<file path="src/rtl/mfse_pkg.sv">
// Types and constants shared by the Manchester frame segment encoder modules.
`timescale 1ns / 1ps
package mfse_pkg;

    localparam int HALF_W    = 15;
    localparam int DUR_W     = 16;
    localparam int MSG_W     = 31;
    localparam int CNT_W     = 5;
    localparam int ADDR_W    = 3;
    localparam int APB_W     = 32;
    localparam int S_TDATA_W = 40;
    localparam int M_TDATA_W = 24;

    localparam logic [HALF_W-1:0] HALF_RESET = 15'd416;
    localparam logic              NEG_RESET  = 1'b0;

    // Register index as decoded from paddr[2].
    localparam logic REG_HALF_BIT_PERIOD = 1'b0;
    localparam logic REG_NEGATIVE_LOGIC  = 1'b1;

    typedef struct packed {
        logic [HALF_W-1:0] half;
        logic              neg;
    } t_cfg;

endpackage

</file>
<file path="src/rtl/mfse_cfg.sv">
// APB-style register file holding the half-bit period and the polarity.
`timescale 1ns / 1ps
module mfse_cfg (
    input  logic                          i_clk,
    input  logic                          i_rst_n,
    input  logic                          i_psel,
    input  logic                          i_penable,
    input  logic                          i_pwrite,
    input  logic [mfse_pkg::ADDR_W-1:0]   i_paddr,
    input  logic [mfse_pkg::APB_W-1:0]    i_pwdata,
    output logic [mfse_pkg::APB_W-1:0]    o_prdata,
    output logic                          o_pready,
    output mfse_pkg::t_cfg                o_cfg
);

    logic [mfse_pkg::HALF_W-1:0] r_half;
    logic                        r_neg;
    logic                        w_wr;
    logic                        w_sel;

    assign o_pready = 1'b1;
    assign w_wr     = i_psel && i_penable && i_pwrite && o_pready;
    assign w_sel    = i_paddr[2];

    always_ff @(posedge i_clk) begin
        if (!i_rst_n) begin
            r_half <= mfse_pkg::HALF_RESET;
            r_neg  <= mfse_pkg::NEG_RESET;
        end else if (w_wr) begin
            if (w_sel == mfse_pkg::REG_HALF_BIT_PERIOD) begin
                r_half <= i_pwdata[mfse_pkg::HALF_W-1:0];
            end else begin
                r_neg <= i_pwdata[0];
            end
        end
    end

    always_comb begin
        if (w_sel == mfse_pkg::REG_NEGATIVE_LOGIC) begin
            o_prdata = {{(mfse_pkg::APB_W-1){1'b0}}, r_neg};
        end else begin
            o_prdata = {{(mfse_pkg::APB_W-mfse_pkg::HALF_W){1'b0}}, r_half};
        end
    end

    assign o_cfg.half = r_half;
    assign o_cfg.neg  = r_neg;

endmodule

</file>
<file path="src/rtl/mfse_core.sv">
// Bit sequencer: walks the frame by half bits; equal adjacent halves form one segment.
`timescale 1ns / 1ps
module mfse_core #(
    parameter int MAX_DATA_BITS = 31
) (
    input  logic                          i_clk,
    input  logic                          i_rst_n,
    input  mfse_pkg::t_cfg                i_cfg,
    input  logic                          i_in_valid,
    output logic                          o_in_ready,
    input  logic [mfse_pkg::MSG_W-1:0]    i_message,
    input  logic [mfse_pkg::CNT_W-1:0]    i_bit_count,
    output logic                          o_out_valid,
    input  logic                          i_out_ready,
    output logic [mfse_pkg::DUR_W-1:0]    o_duration,
    output logic                          o_level,
    output logic                          o_last
);

    localparam int FRAME_W = MAX_DATA_BITS + 1;
    localparam int POS_W   = (FRAME_W > 2) ? $clog2(FRAME_W) : 1;

    localparam logic [1:0] ST_IDLE   = 2'd0;
    localparam logic [1:0] ST_FIRST  = 2'd1;
    localparam logic [1:0] ST_SECOND = 2'd2;

    logic [1:0]                   r_state, n_state;
    logic [POS_W-1:0]             r_pos, n_pos;
    logic                         r_level, n_level;
    logic                         r_out_valid, n_out_valid;
    logic [FRAME_W-1:0]           r_frame;
    logic [mfse_pkg::DUR_W-1:0]   r_out_dur;
    logic                         r_out_level;
    logic                         r_out_last;

    logic                         w_accept;
    logic                         w_step;
    logic                         w_end;
    logic                         w_merge;
    logic                         w_cur;
    logic                         w_nxt;
    logic [mfse_pkg::CNT_W-1:0]   w_n;
    logic [31:0]                  w_frame32;
    logic [mfse_pkg::DUR_W-1:0]   w_dur;

    assign o_in_ready = (r_state == ST_IDLE);
    assign w_accept   = i_in_valid && o_in_ready;

    // Data bit count saturates at the configured maximum.
    assign w_n = (i_bit_count > mfse_pkg::CNT_W'(MAX_DATA_BITS))
               ? mfse_pkg::CNT_W'(MAX_DATA_BITS) : i_bit_count;

    // Start bit of 1 just above the kept message bits.
    assign w_frame32 = ({1'b0, i_message} & ~(32'hFFFF_FFFF << w_n)) | (32'd1 << w_n);

    assign w_cur  = r_frame[r_pos];
    assign w_nxt  = r_frame[r_pos - 1'b1];
    assign w_end  = (r_pos == '0);
    assign w_step = (r_state != ST_IDLE) && (!r_out_valid || i_out_ready);

    // A second half that differs from the next bit merges with that bit's first half.
    assign w_merge = (r_state == ST_SECOND) && !w_end && (w_cur != w_nxt);
    assign w_dur   = w_merge ? {i_cfg.half, 1'b0} : {1'b0, i_cfg.half};

    always_comb begin
        n_state     = r_state;
        n_pos       = r_pos;
        n_level     = r_level;
        n_out_valid = r_out_valid && !i_out_ready;
        if (w_accept) begin
            n_state = ST_FIRST;
            n_pos   = w_n[POS_W-1:0];
            n_level = 1'b0;
        end
        if (w_step) begin
            n_out_valid = 1'b1;
            n_level     = ~r_level;
            case (r_state)
                ST_FIRST: begin
                    n_state = ST_SECOND;
                end
                ST_SECOND: begin
                    if (w_end) begin
                        n_state = ST_IDLE;
                    end else begin
                        n_pos   = r_pos - 1'b1;
                        n_state = w_merge ? ST_SECOND : ST_FIRST;
                    end
                end
                default: begin
                    n_state = ST_IDLE;
                end
            endcase
        end
    end

    always_ff @(posedge i_clk) begin
        if (!i_rst_n) begin
            r_state     <= ST_IDLE;
            r_pos       <= '0;
            r_level     <= 1'b1;
            r_out_valid <= 1'b0;
        end else begin
            r_state     <= n_state;
            r_pos       <= n_pos;
            r_level     <= n_level;
            r_out_valid <= n_out_valid;
        end
    end

    always_ff @(posedge i_clk) begin
        if (w_accept) begin
            r_frame <= w_frame32[FRAME_W-1:0];
        end
        if (w_step) begin
            r_out_dur   <= w_dur;
            r_out_level <= r_level ^ i_cfg.neg;
            r_out_last  <= (r_state == ST_SECOND) && w_end;
        end
    end

    assign o_out_valid = r_out_valid;
    assign o_duration  = r_out_dur;
    assign o_level     = r_out_level;
    assign o_last      = r_out_last;

endmodule

</file>
<file path="src/rtl/manchester_frame_segment_encoder.sv">
// Top level of the Manchester frame segment encoder: register file, sequencer and ports.
// An accepted item first moves the sequencer state out of idle; the first segment then comes from the output register.
// Throughput: one segment per cycle while the output is taken, n+2 to 2*(n+1) segments for
// n data bits; a frame keeps the input closed until its last segment is loaded for output.
// The sequencer's single bit-pair compare and output register set this rate.
// Reset is synchronous and active low; registers return to 416 and positive logic.
`timescale 1ns / 1ps
module manchester_frame_segment_encoder #(
    parameter int MAX_DATA_BITS = 31
) (
    input  logic                             i_clk,
    input  logic                             i_rst_n,
    input  logic                             i_s_axis_tvalid,
    output logic                             o_s_axis_tready,
    // [30:0] message, [35:31] bit_count, [39:36] zero
    input  logic [mfse_pkg::S_TDATA_W-1:0]   i_s_axis_tdata,
    output logic                             o_m_axis_tvalid,
    input  logic                             i_m_axis_tready,
    // [15:0] segment_duration, [16] line_level, [23:17] zero
    output logic [mfse_pkg::M_TDATA_W-1:0]   o_m_axis_tdata,
    output logic                             o_m_axis_tlast,
    input  logic                             psel,
    input  logic                             penable,
    input  logic                             pwrite,
    input  logic [mfse_pkg::ADDR_W-1:0]      paddr,
    input  logic [mfse_pkg::APB_W-1:0]       pwdata,
    output logic [mfse_pkg::APB_W-1:0]       prdata,
    output logic                             pready
);

    mfse_pkg::t_cfg                w_cfg;
    logic [mfse_pkg::DUR_W-1:0]    w_dur;
    logic                          w_level;

    mfse_cfg u_cfg (
        .i_clk     (i_clk),
        .i_rst_n   (i_rst_n),
        .i_psel    (psel),
        .i_penable (penable),
        .i_pwrite  (pwrite),
        .i_paddr   (paddr),
        .i_pwdata  (pwdata),
        .o_prdata  (prdata),
        .o_pready  (pready),
        .o_cfg     (w_cfg)
    );

    mfse_core #(
        .MAX_DATA_BITS (MAX_DATA_BITS)
    ) u_core (
        .i_clk       (i_clk),
        .i_rst_n     (i_rst_n),
        .i_cfg       (w_cfg),
        .i_in_valid  (i_s_axis_tvalid),
        .o_in_ready  (o_s_axis_tready),
        .i_message   (i_s_axis_tdata[mfse_pkg::MSG_W-1:0]),
        .i_bit_count (i_s_axis_tdata[mfse_pkg::MSG_W+mfse_pkg::CNT_W-1:mfse_pkg::MSG_W]),
        .o_out_valid (o_m_axis_tvalid),
        .i_out_ready (i_m_axis_tready),
        .o_duration  (w_dur),
        .o_level     (w_level),
        .o_last      (o_m_axis_tlast)
    );

    assign o_m_axis_tdata = {{(mfse_pkg::M_TDATA_W-mfse_pkg::DUR_W-1){1'b0}}, w_level, w_dur};

endmodule

</file>
<file path="config.mk">
export PLATFORM = sky130hd
export DESIGN_NAME = manchester_frame_segment_encoder
export DESIGN_NICKNAME = d
export VERILOG_FILES = /design/src/rtl/mfse_pkg.sv /design/src/rtl/mfse_cfg.sv /design/src/rtl/mfse_core.sv /design/src/rtl/manchester_frame_segment_encoder.sv
export SDC_FILE = /design/constraint.sdc
export NUM_CORES = 1
export LEC_CHECK = 0
export BUFFER_PORTS_ARGS = -buffer_cell sky130_fd_sc_hd__buf_2
export CAP_MARGIN = 20
export CORE_MARGIN = 2
export CORE_UTILIZATION = 51
export DETAILED_ROUTE_END_ITERATION = 6
export GPL_ROUTABILITY_DRIVEN = 0
export GPL_TIMING_DRIVEN = 0
export HOLD_SLACK_MARGIN = 0.15
export PLACE_DENSITY = 0.78
export SYNTH_ARGS = -nofsm -noshare
export SYNTH_HDL_FRONTEND = slang
export SYNTH_SLANG_ARGS = --single-unit
</file>
<file path="constraint.sdc">
create_clock -name i_clk -period 3.78 [get_ports i_clk]
set_input_delay 0.189 -clock i_clk [delete_from_list [all_inputs] [get_ports i_clk]]
set_output_delay 0.189 -clock i_clk [all_outputs]
set_load 0.02 [all_outputs]
</file>
==> impl_metrics.csv, run 1 <==
group,metric,value,unit
status,status,"complete, no violations",
setup_path,cpPeakStageDelay,0.60,ns
setup_path,worstPathRequired,3.90,ns
power,power_density,362,nW/um^2
yosys,postSynthAreaPerCell,10.0,um^2
clock_network,cts_root_buf,"clkbuf_8",
grt,grt_max_degree,29,
power,clkPwrFrac,28.8,%
grt,antenna_found_initial,0,
route,vias_per_cell,5.20,
finish,area_delta_synth_final,27.1,%
finish,fin_nets,674,
timing,slew_violations,0,
setup_path,crit_fanout,10,
setup_path,path_buf_inv,3,
clock_network,numCtsBuffers,9,
floorplan,io_pins,142,
worst_hold_path,hold_path.class,"in -> reg",
yosys,yosysSeqAreaShare,45.8,%
timing,tns,0,ns
yosys,synthAdderAreaFrac,1.15,%
placement,portBuffers,87,
floorplan,dieArea,9320,um^2
yosys,synth_ff_type,"edfxtp_1",
yosys,synth_xor_area_share,1.17,%
floorplan,die_w,96.6,um
grt,grt_pass1_wl,16400,um
power,p_comb_share,23.0,%
timing,fin_skew,0.0122,ns
grt,grt_overflow,0,
timing,fin_crit,3.64,ns
setup_path,startpoint_type,"flip-flop",
job,drv_cap,0,
power,power.switching,0.620,mW
clock_network,cts_tree,"done",
finish,final_cells,698,
timing,worst_pin_slew,0.899,ns
placement,place_inst,651,
yosys,ys_ff_latch,75,
route,dr_total_vias,3632,
route,drc,0,
clock_network,cts_buffer_depth,2,
yosys,synth-simple-area-share,17.6,%
timing,worst_slack,0.144,ns
timing,slew_headroom,40.0,%
yosys,synth_top_family_by_area,"simple AND/OR/NAND/NOR gates",
yosys,syn_inst,435,
setup_path,rrSetupSlack,0.14,ns
finish,drive_gt1_share,29.2,%
yosys,synth_cell_types,51,
setup_path,cp.arrival,3.76,ns
yosys,synth-edff-count,50,
floorplan,coreArea,8260,um^2
placement,place_ws,-0.0280,ns
route,drt_wl_total,10400,um
power,p_leak,2.35,nW
yosys,yosys_warnings,0,
setup_path,cp_slowest_cell,"mux4_1",
placement,place_hpwl,7580,um
floorplan,std_cell_rows,33,
floorplan,start_util,52.9,%
clock_network,clk_latency,0.36,ns
clock_network,clock_sinks,75,
route,drt_iter0_markers,153,
floorplan,die_y,96.6,um
grt,grt_pass1_vias,3483,
yosys,async_flop_share,0,%
route,wire_per_inst,14.9,um
yosys,synth_compound_area_share,11.9,%
timing,fin_crit_sh,96.2,%
power,ir_worst_vdd,167,uV
clock_network,htreeDepth,3,
yosys,muxShareOfSynthArea,13.8,%
setup_path,end_kind,"flip-flop",
setup_path,cp_cell_sequence,"clkbuf_2, inv_1, ha_1, xor2_2, mux4_1, mux2_2, o211ai_2, a21oi_1, o21ai_4, buf_12, mux2_4",
route,drtPass1Iterations,7,
power,cell_internal_pwr,1.39,mW
finish,num_antenna_cells,0,
timing,max_clock_freq,275,MHz
yosys,synth_area,4370,um^2
grt,grt_use_total,23.1,%
timing,finalSetupViolations,0,
clock_network,clkTransAtPathRegs,0.09,ns
power,p_seq_share,48.3,%
setup_path,crit_type,"reg -> reg",
timing,hold_viol_final,0,
power,p_sw_share,30.8,%
setup_path,crit_family,"multiplexers",
route,drtAntennaViolNets,0,
[power by group through the flow]
stage,clock network [mW],logic (mW),registers [mW]
after detailed placement,0,0.427,0.991
after CTS,0.585,0.451,0.972
after global routing,0.618,0.505,0.980
after global placement,0,0.411,0.988
after floorplan,0,0.296,1.00
final,0.579,0.462,0.972
[worst reg2reg max path, cell delays in order (launching register included)]
cell      delay (ns)
dfxtp_1         0.47
clkbuf_2        0.26
inv_1           0.12
ha_1            0.31
xor2_2          0.34
mux4_1          0.60
mux2_2          0.29
o211ai_2        0.15
a21oi_1         0.13
o21ai_4         0.25
buf_12          0.18
mux2_4          0.31
[layer usage]
metal,GRT usage (%),routed length (um)
met3,3.72,645
met2,40.1,5130
met4,11.2,186
met5,0,0
met1,27.9,4430
[cells by family after synthesis]
group	Yosys count
buf+inv	63
fa+ha+maj	4
xor+xnor	5
flops	75
compound gates	76
other cells	2
simple gates	162
mux	48
[cells in the final DEF, fill, tap and decap left out, types with 8 or more instances in the layout]
master / n
nand3_1: 14
edfxtp_1: 50
a21oi_1: 16
nor2b_1: 21
clkbuf_8: 9
dfxtp_1: 25
o21ai_0: 13
and2_1: 8
buf_2: 91
conb_1: 25
nor2_1: 33
nor3_1: 9
mux2i_1: 24
nand2_1: 57
buf_4: 28
clkbuf_1: 20
mux2_2: 11
dlygate4sd3_1: 28
mux2_4: 8
a21boi_0: 14
inv_1: 8
[path summary, 6_finish.rpt]
check / startpoint / endpoint / cells after the start
setup / recovery: u_core.r_pos[0] / u_core.o_duration[11] / 11
hold / removal: i_s_axis_tdata[28] / u_core.r_frame[28] / 3
setup reg to reg: u_core.r_pos[0] / u_core.o_duration[11] / 11
hold reg to reg: u_cfg.r_half[1] / u_cfg.r_half[1] / 2
[cell usage after synthesis (2+ instances only)]
cell type   n  area (um^2)
buf_4      26          195
mux2_4      8          120
mux4_1      2         52.6
nand2_1    57          214
buf_2       4         20.0
edfxtp_1   50         1500
inv_1       8         30.0
nand4_1     3         18.8
mux2_2     11          124
o31ai_1     4         30.0
nand2b_1    6         37.5
and2_1      8         50.1
mux4_2      3         67.6
dfxtp_1    25          500
or2_2       4         25.0
nor3_1      9         45.0
ha_1        4         50.1
nor3b_1     3         22.5
a22oi_1     5         37.5
a21oi_1    16         80.1
a21boi_0   14          105
xnor2_1     3         26.3
a22o_1      4         35.0
a2111oi_0   2         17.5
mux2i_1    24          240
o21a_1      2         15.0
nor2b_1    21          131
o21ai_0    13         65.1
conb_1      2         7.51
clkbuf_1   21         78.8
a21o_1      2         15.0
a31oi_1     5         31.3
o211ai_1    3         22.5
nor2_1     33          124
nand3_1    14         70.1
[layout make-up]
class / count / area (um^2)
fillers: 643 / 2700
multi-input cells: 320 / 2100
flip-flops and latches: 75 / 2000
repair buffers: 119 / 778
plain buffers: 55 / 335
well taps: 105 / 131
clock buffers: 9 / 124
clock inverters: 7 / 57.6
inverters: 8 / 30.0
[timing repair]
item | CTS | global route
endpoints found under the setup margin | 8 | 8
endpoints found under the hold margin | 29 | 0
pin swaps | 0 | 2
hold buffers | 28 | 0
setup buffers | 0 | 3
resized for setup | 1 | 1
[state kept, by name, summed over array words and instances, names as in the netlist]
name / flops
u_core.r_level: 1
u_cfg.r_neg: 1
u_core.o_level: 1
u_core.o_duration: 16
u_core.r_pos: 5
u_core.r_frame: 32
u_cfg.r_half: 15
u_core.o_last: 1
u_core.r_state: 2
u_core.o_out_valid: 1
[metrics by stage]
stage / cell area, um^2 / utilization, % / total power [mW] / hold WS, ns
finish: 5560 / 67.3 / 2.01 / 0.156
global route: 5560 / 67.3 / 2.10 / 0.162
CTS: 5510 / 66.8 / 2.01 / 0.158
detailed placement: 5050 / 61.2 / 1.42 / 0.421
global placement: 5020 / 60.8 / 1.40 / 0.412
floorplan: 4460 / - / 1.30 / 0.313
No activity file was read; power rests on OpenSTA's default activity.
==> inputs of run 2 (changes only) <==
==> constraint.sdc (replaced) <==
create_clock -name i_clk -period 3.78 [get_ports i_clk]
set_input_delay 0 -clock i_clk [delete_from_list [all_inputs] [get_ports i_clk]]
set_output_delay 0 -clock i_clk [all_outputs]
set_load 0.02 [all_outputs]
==> run 2 against run 1 <==
Compared with the run above: die area stayed put; worst hold slack gained 0.041 ns; largest cell class unchanged; sequential share of layout area fell by 2.1 points; final area increased by 6.1%; largest power group unchanged; highest routed layer unchanged.
==> impl_metrics.csv, run 2 (synthesis gave the netlist of run 1 again) <==
group,metric,value,unit
placement,place_ws,-0.0280,ns
timing,hold_viol_final,0,
route,drc,0,
grt,grt_overflow,0,
route,drtPass1Iterations,5,
floorplan,die_y,96.6,um
floorplan,io_pins,142,
clock_network,htreeDepth,3,
timing,worst_slack,0.145,ns
route,dr_total_vias,3869,
finish,area_delta_synth_final,34.9,%
timing,fin_skew,0.0118,ns
setup_path,startpoint_type,"flip-flop",
finish,final_cells,732,
placement,place_inst,651,
route,drt_iter0_markers,219,
finish,fin_nets,708,
placement,place_hpwl,7580,um
timing,tns,0,ns
timing,fin_crit_sh,96.2,%
finish,fill_cells,588,
setup_path,crit_type,"reg -> reg",
floorplan,start_util,52.9,%
clock_network,cts_buffer_depth,2,
timing,slew_violations,0,
route,drt_wl_total,11600,um
job,drv_cap,0,
setup_path,crit_fanout,10,
route,wire_per_inst,15.9,um
clock_network,clkTransAtPathRegs,0.09,ns
finish,layout_common_cells,"buf_2 (91), dlygate4sd3_1 (62), nand2_1 (57)",
clock_network,clock_sinks,75,
clock_network,numCtsBuffers,9,
floorplan,coreArea,8260,um^2
timing,max_clock_freq,275,MHz
setup_path,end_kind,"flip-flop",
finish,multiInputGateArea,2100,um^2
timing,worst_pin_slew,0.875,ns
floorplan,die_w,96.6,um
grt,grt_use_total,25.9,%
finish,largest_reg_flops,32,
finish,final_common_cell,"buf_2",
timing,slew_headroom,41.6,%
power,power_density,345,nW/um^2
setup_path,worstPathRequired,3.89,ns
placement,portBuffers,87,
power,ir_worst_vdd,170,uV
timing,finalSetupViolations,0,
clock_network,cts_root_buf,"clkbuf_8",
grt,antenna_found_initial,0,
worst_hold_path,hold_path.class,"in -> reg",
finish,register_area,2000,um^2
grt,grt_pass1_vias,3850,
setup_path,cp.arrival,3.75,ns
grt,grt_max_degree,29,
grt,grt_pass1_wl,18300,um
route,vias_per_cell,5.29,
status,status,"complete, no violations",
route,drtAntennaViolNets,0,
power,p_leak,2.49,nW
finish,num_antenna_cells,0,
floorplan,dieArea,9320,um^2
floorplan,std_cell_rows,33,
timing,fin_crit,3.64,ns
clock_network,clk_latency,0.35,ns
finish,largest-register,"u_core.r_frame",
clock_network,cts_tree,"done",
finish,drive_gt1_share,27.6,%
run 2: repair_timing:
| action | in CTS | in global routing |
|---|---|---|
| pin swaps | 0 | 2 |
| setup endpoints to repair | 8 | 8 |
| setup buffers | 0 | 3 |
| hold buffers | 62 | 0 |
| hold endpoints to repair | 52 | 0 |
| gates resized for setup | 1 | 1 |
| cloned | 0 | 0 |
run 2: final timing paths:
| check | from | end | slack, ns | cells past startpoint |
|---|---|---|---|---|
| worst max register to register | u_core.r_pos[0] | u_core.o_duration[9] | 0.14 | 11 |
| worst min register to register | u_cfg.r_half[4] | u_cfg.r_half[4] | 0.51 | 2 |
| worst min-delay path | i_s_axis_tdata[34] | u_core.r_frame[22] | 0.20 | 3 |
| worst max-delay path | u_core.r_pos[0] | u_core.o_duration[9] | 0.14 | 11 |
run 2: per-stage QoR:
step / area, um^2 / utilization (%) / power, mW / hold slack, ns
floorplan: 4460 / - / 1.30 / 0.124
global placement: 5020 / 60.8 / 1.40 / 0.223
detailed placement: 5050 / 61.2 / 1.42 / 0.232
CTS: 5850 / 70.9 / 2.03 / 0.170
global route: 5900 / 71.4 / 2.13 / 0.195
finish: 5900 / 71.4 / 2.04 / 0.198
run 2: layout make-up:
class / count / share of cell area, %
multi-input cells: 320 / 35.6
flip-flops and latches: 75 / 34.0
repair buffers: 153 / 19.0
plain buffers: 55 / 5.69
well taps: 105 / 2.23
clock buffers: 9 / 2.10
clock inverters: 7 / 0.976
inverters: 8 / 0.509
run 2: report_power, final:
group	internal [mW]	switching, mW
clock network	0.248	0.326
logic	0.223	0.268
registers	0.941	0.0311
run 2: worst max-delay path, cell delays in order, from the launching register on:
cell      delay [ns]
dfxtp_1         0.47
clkbuf_2        0.26
inv_1           0.11
ha_1            0.31
xor2_2          0.34
mux4_1          0.60
mux2_2          0.29
o211ai_2        0.15
a21oi_1         0.13
o21ai_4         0.24
buf_12          0.18
mux2_4          0.30
run 2: layer usage:
layer	up-vias	track usage (%)	share of wire, %
met4	0	13.3	2.9
met2	214	46.2	50
li1	1864	-	-
met5	-	0	0
met1	1752	29.8	40
met3	39	4.34	6.8
